File: src/etl_pkg.sv
// Shared types for the expression token lexer: token kinds, token records
// and the entries passed from the scanner to the emitter queue.
// No dependencies.
package etl_pkg;

	// Token kinds as they appear on the result channel
	typedef enum logic [4:0] {
		KIND_END    = 5'd0,
		KIND_NUMBER = 5'd1,
		KIND_IDENT  = 5'd2,
		KIND_PLUS   = 5'd3,
		KIND_MINUS  = 5'd4,
		KIND_STAR   = 5'd5,
		KIND_SLASH  = 5'd6,
		KIND_CARET  = 5'd7,
		KIND_LPAREN = 5'd8,
		KIND_RPAREN = 5'd9,
		KIND_COMMA  = 5'd10,
		KIND_QUEST  = 5'd11,
		KIND_COLON  = 5'd12,
		KIND_LT     = 5'd13,
		KIND_LE     = 5'd14,
		KIND_GT     = 5'd15,
		KIND_GE     = 5'd16,
		KIND_EQ     = 5'd17,
		KIND_NE     = 5'd18,
		KIND_ERROR  = 5'd19
	} kind_t;

	typedef struct packed {
		kind_t       kind;
		logic [15:0] start;
		logic [15:0] length;
	} token_t;

	// One entry holds the one or two tokens of one scanned character
	typedef struct packed {
		logic   two;
		token_t tok0;
		token_t tok1;
	} entry_t;

	// Entries between scanner and emitter (power of two)
	localparam int QUEUE_DEPTH = 4;

endpackage

File: src/etl_front.sv
// Scanner front end: holds scan mode, character position and token start,
// and turns each accepted character into zero, one or two tokens.
// Depends on etl_pkg.
module etl_front #(
	parameter int MAX_SOURCE_LENGTH = 65535
) (
	input  logic            clk,
	input  logic            arst_n,
	input  logic            accept,
	input  logic [7:0]      char_code,
	input  logic            end_of_text,
	output logic            push,
	output etl_pkg::entry_t entry
);

	localparam int PW  = $clog2(MAX_SOURCE_LENGTH + 1);
	localparam int PWX = (PW > 16) ? PW : 16;
	localparam logic [PW-1:0] MAX_POS = PW'(MAX_SOURCE_LENGTH);

	localparam logic [7:0] CH_SPACE = 8'h20;
	localparam logic [7:0] CH_TAB   = 8'h09;
	localparam logic [7:0] CH_LF    = 8'h0A;
	localparam logic [7:0] CH_CR    = 8'h0D;
	localparam logic [7:0] CH_US    = 8'h5F;
	localparam logic [7:0] CH_DOT   = 8'h2E;
	localparam logic [7:0] CH_EQ    = 8'h3D;
	localparam logic [7:0] CH_BANG  = 8'h21;
	localparam logic [7:0] CH_LT    = 8'h3C;
	localparam logic [7:0] CH_GT    = 8'h3E;

	typedef enum logic [3:0] {
		M_IDLE, M_INT, M_FRAC, M_IDENT, M_DOT, M_LT, M_GT, M_EQ, M_BANG, M_ERR
	} mode_t;

	mode_t           mode_q, mode_d;
	logic [PW-1:0]   pos_q, pos_d;
	logic [PW-1:0]   pstart_q, pstart_d;
	logic [PW-1:0]   diff;
	logic [PWX-1:0]  pos_x, pstart_x, len_x;
	logic [15:0]     pos16, pstart16, len16;
	logic [1:0]      n;
	etl_pkg::token_t tok0, tok1;

	// Character classes
	logic is_digit, is_alpha, is_word, is_space;
	logic idle_emit;
	mode_t idle_mode;
	etl_pkg::kind_t single;

	function automatic etl_pkg::kind_t single_kind(input logic [7:0] c);
		case (c)
			8'h2B:   single_kind = etl_pkg::KIND_PLUS;
			8'h2D:   single_kind = etl_pkg::KIND_MINUS;
			8'h2A:   single_kind = etl_pkg::KIND_STAR;
			8'h2F:   single_kind = etl_pkg::KIND_SLASH;
			8'h5E:   single_kind = etl_pkg::KIND_CARET;
			8'h28:   single_kind = etl_pkg::KIND_LPAREN;
			8'h29:   single_kind = etl_pkg::KIND_RPAREN;
			8'h2C:   single_kind = etl_pkg::KIND_COMMA;
			8'h3F:   single_kind = etl_pkg::KIND_QUEST;
			8'h3A:   single_kind = etl_pkg::KIND_COLON;
			default: single_kind = etl_pkg::KIND_END;
		endcase
	endfunction

	assign is_digit = (char_code >= 8'h30) && (char_code <= 8'h39);
	assign is_alpha = ((char_code >= 8'h41) && (char_code <= 8'h5A)) ||
	                  ((char_code >= 8'h61) && (char_code <= 8'h7A));
	assign is_word  = is_alpha || is_digit || (char_code == CH_US);
	assign is_space = (char_code == CH_SPACE) || (char_code == CH_TAB) ||
	                  (char_code == CH_LF) || (char_code == CH_CR);
	assign single   = single_kind(char_code);

	// Low 16 bits of positions and pending length
	assign diff     = pos_q - pstart_q;
	assign pos_x    = PWX'(pos_q);
	assign pstart_x = PWX'(pstart_q);
	assign len_x    = PWX'(diff);
	assign pos16    = pos_x[15:0];
	assign pstart16 = pstart_x[15:0];
	assign len16    = len_x[15:0];

	// Scan of a character with nothing pending
	always_comb begin
		idle_emit = 1'b0;
		idle_mode = M_IDLE;
		if (is_digit) begin
			idle_mode = M_INT;
		end else if (char_code == CH_DOT) begin
			idle_mode = M_DOT;
		end else if (is_alpha || char_code == CH_US) begin
			idle_mode = M_IDENT;
		end else if (char_code == CH_LT) begin
			idle_mode = M_LT;
		end else if (char_code == CH_GT) begin
			idle_mode = M_GT;
		end else if (char_code == CH_EQ) begin
			idle_mode = M_EQ;
		end else if (char_code == CH_BANG) begin
			idle_mode = M_BANG;
		end else if (single != etl_pkg::KIND_END) begin
			idle_emit = 1'b1;
		end else begin
			idle_emit = 1'b1;
			idle_mode = M_ERR;
		end
	end

	// Mode transition and token generation
	always_comb begin
		logic           run_idle;
		etl_pkg::kind_t ik;
		run_idle = 1'b0;
		ik       = (single != etl_pkg::KIND_END) ? single : etl_pkg::KIND_ERROR;
		n        = 2'd0;
		tok0     = '0;
		tok1     = '0;
		mode_d   = mode_q;
		pos_d    = pos_q;
		pstart_d = pstart_q;
		if (end_of_text) begin
			// flush pending token, then END
			case (mode_q)
				M_INT, M_FRAC: begin
					tok0 = '{etl_pkg::KIND_NUMBER, pstart16, len16};
					n = 2'd1;
				end
				M_IDENT: begin
					tok0 = '{etl_pkg::KIND_IDENT, pstart16, len16};
					n = 2'd1;
				end
				M_LT: begin
					tok0 = '{etl_pkg::KIND_LT, pstart16, 16'd1};
					n = 2'd1;
				end
				M_GT: begin
					tok0 = '{etl_pkg::KIND_GT, pstart16, 16'd1};
					n = 2'd1;
				end
				M_DOT, M_EQ, M_BANG: begin
					tok0 = '{etl_pkg::KIND_ERROR, pstart16, 16'd0};
					n = 2'd1;
				end
				default: ;
			endcase
			if (n == 2'd1) begin
				tok1 = '{etl_pkg::KIND_END, pos16, 16'd0};
				n = 2'd2;
			end else begin
				tok0 = '{etl_pkg::KIND_END, pos16, 16'd0};
				n = 2'd1;
			end
			mode_d   = M_IDLE;
			pos_d    = '0;
			pstart_d = '0;
		end else begin
			if (pos_q < MAX_POS) begin
				pos_d = pos_q + PW'(1);
			end
			if (mode_q == M_ERR) begin
				// drop everything until end of text
			end else if (pos_q >= MAX_POS) begin
				mode_d = M_ERR;
				tok0 = '{etl_pkg::KIND_ERROR, pos16, 16'd0};
				n = 2'd1;
			end else begin
				case (mode_q)
					M_INT: begin
						if (char_code == CH_DOT) begin
							mode_d = M_FRAC;
						end else if (!is_digit) begin
							tok0 = '{etl_pkg::KIND_NUMBER, pstart16, len16};
							n = 2'd1;
							run_idle = 1'b1;
						end
					end
					M_FRAC: begin
						if (!is_digit) begin
							tok0 = '{etl_pkg::KIND_NUMBER, pstart16, len16};
							n = 2'd1;
							run_idle = 1'b1;
						end
					end
					M_IDENT: begin
						if (!is_word) begin
							tok0 = '{etl_pkg::KIND_IDENT, pstart16, len16};
							n = 2'd1;
							run_idle = 1'b1;
						end
					end
					M_DOT: begin
						if (is_digit) begin
							mode_d = M_FRAC;
						end else begin
							mode_d = M_ERR;
							tok0 = '{etl_pkg::KIND_ERROR, pstart16, 16'd0};
							n = 2'd1;
						end
					end
					M_LT, M_GT: begin
						n = 2'd1;
						if (char_code == CH_EQ) begin
							tok0.kind = (mode_q == M_LT) ? etl_pkg::KIND_LE : etl_pkg::KIND_GE;
							tok0.start = pstart16;
							tok0.length = 16'd2;
							mode_d = M_IDLE;
						end else begin
							tok0.kind = (mode_q == M_LT) ? etl_pkg::KIND_LT : etl_pkg::KIND_GT;
							tok0.start = pstart16;
							tok0.length = 16'd1;
							run_idle = 1'b1;
						end
					end
					M_EQ, M_BANG: begin
						n = 2'd1;
						if (char_code == CH_EQ) begin
							tok0.kind = (mode_q == M_EQ) ? etl_pkg::KIND_EQ : etl_pkg::KIND_NE;
							tok0.start = pstart16;
							tok0.length = 16'd2;
							mode_d = M_IDLE;
						end else begin
							tok0 = '{etl_pkg::KIND_ERROR, pstart16, 16'd0};
							mode_d = M_ERR;
						end
					end
					default: run_idle = 1'b1;
				endcase
				// the terminating character starts a new scan
				if (run_idle) begin
					mode_d = M_IDLE;
					if (!is_space) begin
						pstart_d = pos_q;
						mode_d = idle_mode;
						if (idle_emit) begin
							if (n == 2'd0) begin
								tok0 = '{ik, pos16, (ik == etl_pkg::KIND_ERROR) ? 16'd0 : 16'd1};
								n = 2'd1;
							end else begin
								tok1 = '{ik, pos16, (ik == etl_pkg::KIND_ERROR) ? 16'd0 : 16'd1};
								n = 2'd2;
							end
						end
					end
				end
			end
		end
	end

	assign push  = accept && (n != 2'd0);
	assign entry = '{(n == 2'd2), tok0, tok1};

	// Scan state
	always_ff @(posedge clk or negedge arst_n) begin
		if (!arst_n) begin
			mode_q   <= M_IDLE;
			pos_q    <= '0;
			pstart_q <= '0;
		end else if (accept) begin
			mode_q   <= mode_d;
			pos_q    <= pos_d;
			pstart_q <= pstart_d;
		end
	end

endmodule

File: src/etl_queue.sv
// Short queue of token entries between scanner and emitter.
// Depends on etl_pkg (entry type and depth).
module etl_queue (
	input  logic            clk,
	input  logic            arst_n,
	input  logic            push,
	input  etl_pkg::entry_t wr_entry,
	input  logic            pop,
	output etl_pkg::entry_t head,
	output logic            head_valid,
	output logic            full
);

	localparam int AW = $clog2(etl_pkg::QUEUE_DEPTH);

	etl_pkg::entry_t mem_q [etl_pkg::QUEUE_DEPTH];
	logic [AW-1:0]   wr_ptr_q, rd_ptr_q;
	logic [AW:0]     count_q;

	assign full       = (count_q == (AW+1)'(etl_pkg::QUEUE_DEPTH));
	assign head_valid = (count_q != '0);
	assign head       = mem_q[rd_ptr_q];

	// Entry storage
	always_ff @(posedge clk) begin
		if (push) begin
			mem_q[wr_ptr_q] <= wr_entry;
		end
	end

	// Pointers and fill count
	always_ff @(posedge clk or negedge arst_n) begin
		if (!arst_n) begin
			wr_ptr_q <= '0;
			rd_ptr_q <= '0;
			count_q  <= '0;
		end else begin
			if (push) begin
				wr_ptr_q <= wr_ptr_q + AW'(1);
			end
			if (pop) begin
				rd_ptr_q <= rd_ptr_q + AW'(1);
			end
			case ({push, pop})
				2'b10:   count_q <= count_q + (AW+1)'(1);
				2'b01:   count_q <= count_q - (AW+1)'(1);
				default: count_q <= count_q;
			endcase
		end
	end

endmodule

File: src/etl_back.sv
// Emitter back end: splits queued entries into single tokens and holds
// each in the output register until the receiver takes it.
// Depends on etl_pkg.
module etl_back (
	input  logic            clk,
	input  logic            arst_n,
	input  etl_pkg::entry_t head,
	input  logic            head_valid,
	output logic            pop,
	output logic            out_valid,
	input  logic            out_stall,
	output logic [4:0]      token_kind,
	output logic [15:0]     token_start,
	output logic [15:0]     token_length,
	output logic            last_of_run
);

	logic            valid_q;
	logic            idx_q;
	logic            take;
	logic            last;
	etl_pkg::token_t sel;
	etl_pkg::token_t tok_q;
	logic            last_q;

	// Load when the output register is empty or being drained
	assign take = head_valid && (!valid_q || !out_stall);
	assign sel  = idx_q ? head.tok1 : head.tok0;
	assign last = !head.two || idx_q;
	assign pop  = take && last;

	always_ff @(posedge clk or negedge arst_n) begin
		if (!arst_n) begin
			valid_q <= 1'b0;
			idx_q   <= 1'b0;
		end else if (take) begin
			valid_q <= 1'b1;
			idx_q   <= !last;
		end else if (!out_stall) begin
			valid_q <= 1'b0;
		end
	end

	// Output payload
	always_ff @(posedge clk) begin
		if (take) begin
			tok_q  <= sel;
			last_q <= last;
		end
	end

	assign out_valid    = valid_q;
	assign token_kind   = tok_q.kind;
	assign token_start  = tok_q.start;
	assign token_length = tok_q.length;
	assign last_of_run  = last_q;

endmodule

File: src/expression_token_lexer.sv
// Top level of the expression token lexer: scanner, entry queue, emitter.
// Depends on etl_pkg, etl_front, etl_queue, etl_back.
//
// Input channel: one ASCII character (char_code) or an end-of-text mark
// (end_of_text) per transfer, on in_valid / in_stall.
// Output channel: one token per transfer (kind, start, length) on
// out_valid / out_stall; last_of_run marks the final token of a character.
// Throughput: one character per cycle while the queue is not full. A
// character that yields two tokens leaves as two output transfers, so a
// long run of those halves the rate once the four-entry queue has filled.
// Characters that yield nothing push no entry. The edge that accepts a
// character writes its entry into the queue; the output register loads
// from the queue head when it is empty or being drained.
// The scan state updates on each accepted character; the queue depth
// and the output register set how far the input runs ahead of a stalled
// receiver. in_stall rises when the queue is full.
// Reset clears scan state, position, queue and output valid; no clearing
// pass is needed. End of text returns the scanner to its reset state.
module expression_token_lexer #(
	parameter int MAX_SOURCE_LENGTH = 65535
) (
	input  logic        clk,
	input  logic        arst_n,
	input  logic        in_valid,
	output logic        in_stall,
	input  logic [7:0]  char_code,
	input  logic        end_of_text,
	output logic        out_valid,
	input  logic        out_stall,
	output logic [4:0]  token_kind,
	output logic [15:0] token_start,
	output logic [15:0] token_length,
	output logic        last_of_run
);

	logic            accept;
	logic            push;
	logic            pop;
	logic            full;
	logic            head_valid;
	etl_pkg::entry_t wr_entry;
	etl_pkg::entry_t head;

	assign in_stall = full;
	assign accept   = in_valid && !full;

	etl_front #(
		.MAX_SOURCE_LENGTH(MAX_SOURCE_LENGTH)
	) u_front (
		.clk        (clk),
		.arst_n     (arst_n),
		.accept     (accept),
		.char_code  (char_code),
		.end_of_text(end_of_text),
		.push       (push),
		.entry      (wr_entry)
	);

	etl_queue u_queue (
		.clk       (clk),
		.arst_n    (arst_n),
		.push      (push),
		.wr_entry  (wr_entry),
		.pop       (pop),
		.head      (head),
		.head_valid(head_valid),
		.full      (full)
	);

	etl_back u_back (
		.clk         (clk),
		.arst_n      (arst_n),
		.head        (head),
		.head_valid  (head_valid),
		.pop         (pop),
		.out_valid   (out_valid),
		.out_stall   (out_stall),
		.token_kind  (token_kind),
		.token_start (token_start),
		.token_length(token_length),
		.last_of_run (last_of_run)
	);

endmodule
File: config.mk
export PLATFORM = sky130hd
export DESIGN_NAME = expression_token_lexer
export DESIGN_NICKNAME = d
export VERILOG_FILES = /design/src/etl_pkg.sv /design/src/etl_front.sv /design/src/etl_queue.sv /design/src/etl_back.sv /design/src/expression_token_lexer.sv
export SDC_FILE = /design/constraint.sdc
export NUM_CORES = 1
export LEC_CHECK = 0
export ABC_AREA = 1
export BUFFER_PORTS_ARGS = -buffer_cell sky130_fd_sc_hd__buf_2
export CAP_MARGIN = 20
export CORE_MARGIN = 2
export CORE_UTILIZATION = 45
export CTS_CLUSTER_DIAMETER = 30
export DETAILED_ROUTE_END_ITERATION = 10
export HOLD_SLACK_MARGIN = 0.02
export SKIP_CTS_REPAIR_TIMING = 1
export SYNTH_ARGS = -nofsm -noshare
export SYNTH_HDL_FRONTEND = slang
export SYNTH_SLANG_ARGS = --single-unit
File: constraint.sdc
create_clock -name clk -period 10.48 [get_ports clk]
set_clock_uncertainty 0.1 [all_clocks]
set_input_delay 1.572 -clock clk [delete_from_list [all_inputs] [get_ports clk]]
set_output_delay 1.572 -clock clk [all_outputs]
set_load 0.03 [all_outputs]
==> results by group <==
STA
  – Slew @ Worst Pin: roughly 1.0 ns
  – Relative slew slack: 32.7%
  – # setup viols final: 0
  – Setup_tns: 0 ns
  – Fin. max-slew vios: 0
  – Post-route minimum period: 4.37 ns
  – Unrepaired setup endpoints after global routing: no
  – Fmax: 229 MHz
  – Final WS setup: 6.11 ns
  – Final Hold Viols: 0
  – Period utilization: 41.7%

Clock tree
  – TritonCTS Buffers: 71
  – CTS Sinks: 323
  – # H-tree levels: 3
  – Clk buf depth: 3
  – Worst-path clk slew: 0.04 ns
  – Worst-Skew Late Latency: 0.56 ns
  – CTS tree: built
  – Root Driver: clkbuf_16

Floorplanning
  – Core Area: between 0.03 and 0.04 mm2
  – Die area: 0.0347 mm2
  – Die height: around 190 um
  – FP Rows: 66
  – Initial Util: 45.9%
  – IO Pins: 53
  – Die width: 186 um

Cells and area
  – Share of post-route cells with drive strength above 1: 15.0%
  – Diodes inserted: 0
  – Post-Route Utilization: 55.3%
  – Final #Nets: about 1,600
  – Area delta synth->final: 20.6%

Route
  – Drt first pass iters: 5
  – Routed WL per cell: 17.9 um
  – DRT iter0 DRCs: ~880
  – Antenna Nets Post-Route: 0
  – Vias: 10,943
  – DRT Wirelength: approximately 36,000 um
  – Remaining DRCs: 0
  – Vias per cell: 5.37

Synthesis
  – Syn Nets: 1,497
  – Syn Inst Count: 1,459
  – Seq/Total Area, Yosys: 63.3%
  – Top post-synthesis cells by area: edfxtp_1 (56%), nor2_1 (7.8%), dfrtp_1 (7.5%), o21ai_0 (5.9%), nand2_1 (4.1%)
  – Ys Warns: 0
  – Synth cell types: 46
  – Top-area cell type share of the netlist area: around 56%
  – #FFs+latches synth: around 320
  – Average cell area after synthesis: just over 10 um2
  – Ys async rst share: 13.9%
  – Synth Cell Area: 0.0150 mm2
  – Number of synthesized flops with an enable pin: 278
  – Main synth FF type: edfxtp_1
  – Synth area leader: edfxtp_1

Global route
  – Largest net degree at the start of global routing: 98
  – Initial antenna violation count: 0
  – Grt total ovfl: 0
  – First-pass GRT wire length: 58,800 um
  – Global Route Usage Sum: 21.4%
  – Vias in the first global route: roughly 11,000

Power
  – P per Cell Area: 333 mW/mm2
  – Peak VDD IR: 0.334 mV
  – Pleak: 6.97 nW
  – Total power draw: approximately 6 mW

Worst setup path
  – R2r endpoint: u_queue.mem_q[0][27]$_DFFE_PP_
  – Worst Path Max Fanout: 60
  – Critical Path AT: 4.44 ns
  – Crit. End Element: register
  – R2R depth: 14
  – Startpoint type of the worst setup path: primary input
  – WS Path Type: in -> reg
  – Reg2reg setup slack: 6.81 ns
  – Reg2reg start: u_front.mode_q[1]$_DFFE_PN0P_
  – CP Data Required Time: approximately 11 ns

Status
  – Status: complete, no violations

Min path
  – Path type of the worst min-delay path: reg -> reg
  – Hold_sp: u_queue.count_q[0]$_DFFE_PN0P_
  – Hold worst-path end: u_queue.count_q[0]$_DFFE_PN0P_
  – Hold Path Depth: 1

Placement
  – Dpl ws: 5.51 ns
  – Placer Congestion: 0.917
  – IO buf count: 52
  – HPWL after DPL: 22,200 um

Job
  – Maxcap violations: 0
[synthesized netlist by cell type (3+ instances only)]
cell,number
a21oi_1,76
a31oi_1,24
buf_1,10
buf_2,6
clkbuf_1,39
clkinv_1,3
dfrtp_1,45
edfxtp_1,278
ha_1,23
inv_1,102
inv_2,10
nand2_1,163
nand2_2,8
nand2_4,7
nand3_1,36
nand3_2,3
nand3_4,3
nand4_1,6
nor2_1,313
nor2_2,17
nor2_4,4
nor3_1,15
nor3_2,4
nor4_1,4
o211ai_1,5
o21ai_0,177
o21ai_1,15
o21bai_1,3
o22ai_1,24
o31ai_1,4
xnor2_1,5
xor2_1,11
[where the power goes]
group / switching (mW) / total, mW / internal, mW
combinational: 1.39 / 1.90 / 0.512
clock: 0.709 / 2.11 / 1.40
sequential: 0.124 / 1.99 / 1.87
[worst max-delay path by stage]
stage,from,to,slack (ns),depth (start not counted)
after floorplan,char_code[1],u_queue.mem_q[0][0]$_DFFE_PP_,4.15,17
after global placement,char_code[6],u_queue.mem_q[1][61]$_DFFE_PP_,5.54,17
after detailed placement,char_code[6],u_queue.mem_q[0][61]$_DFFE_PP_,5.51,17
after CTS,char_code[6],u_queue.mem_q[1][27]$_DFFE_PP_,6.07,17
after global routing,char_code[6],u_queue.mem_q[0][27]$_DFFE_PP_,5.83,17
final,char_code[6],u_queue.mem_q[0][27]$_DFFE_PP_,6.11,17
[final cells by class]
| class | count | area (um2) |
|---|---|---|
| Tap cell | 442 | 553 |
| Fill cell | 2813 | 14600 |
| Sequential cell | 323 | 9480 |
| Multi-Input combinational cell | 962 | 4840 |
| Timing Repair Buffer | 67 | 393 |
| Clock inverter | 41 | 479 |
| Inverter | 116 | 438 |
| Clock buffer | 87 | 1870 |
[flip-flops by register name, indices dropped and copies added, names as in the netlist]
register             count
u_back.last_of_run       1
u_front.pos16           16
u_back.token_start      16
u_queue.mem_q          240
u_back.out_valid         1
u_front.pstart16        16
u_queue.wr_ptr_q         2
u_back.token_length     16
u_queue.count_q          3
u_front.mode_q           4
u_back.token_kind        5
u_queue.rd_ptr_q         2
u_back.idx_q             1
[layout by cell type, fill, tap and decap left out, drive strengths merged, types with 6 or more instances in the layout]
master	count
nor2	334
edfxtp	278
o21ai	194
nand2	178
inv	116
clkbuf	87
a21oi	77
buf	67
dfrtp	45
nand3	42
clkinv	32
o22ai	24
a31oi	24
ha	23
nor3	19
xor2	11
nand4	6
o211ai	6
[layer usage]
metal | up-vias | routed length, um | track usage (%)
met5 | - | 0 | 0
met4 | 0 | 597 | 6.15
met3 | 49 | 1870 | 3.33
met2 | 285 | 16600 | 33.5
met1 | 5365 | 17400 | 30.9
li1 | 5244 | - | -
[metrics by stage]
| step | hold slack (ns) | std cells | area, um2 |
|---|---|---|---|
| 2_1_floorplan | 0.346 | 1459 | 15000 |
| 3_3_place_gp | 0.370 | 1909 | 15700 |
| 3_5_place_dp | 0.371 | 1910 | 15700 |
| 4_1_cts | 0.381 | 2038 | 18100 |
| 5_1_grt | 0.408 | 2038 | 18100 |
| 6_report | 0.378 | 2038 | 18100 |
[critical path, stage by stage]
cell and delay, ns:
buf_2 0.10, inv_1 0.06, nand2_1 0.10, nor2_2 0.24, nand2_1 0.11, nand2_2 0.08
nand2_4 0.09, nand3_4 0.11, nand3_4 0.24, ha_1 0.36, nand3_1 0.07, nand3_1 0.10
nand2_1 0.07, nand2_2 0.11, nand2_4 0.12, nor2_4 0.09, buf_4 0.77
[logic make-up after synthesis]
kind of cell               count (synthesis)  synth area share [%]
DFF                                      323                  63.3
and+or+nand+nor                          585                  16.9
xor gates and xnor gates                  16                 0.936
adders and majority gates                 25                  2.19
AOI/OAI and AO/OA                        336                  12.1
buffers and inverters                    174                  4.56
No activity file was read; power rests on OpenSTA's default activity.
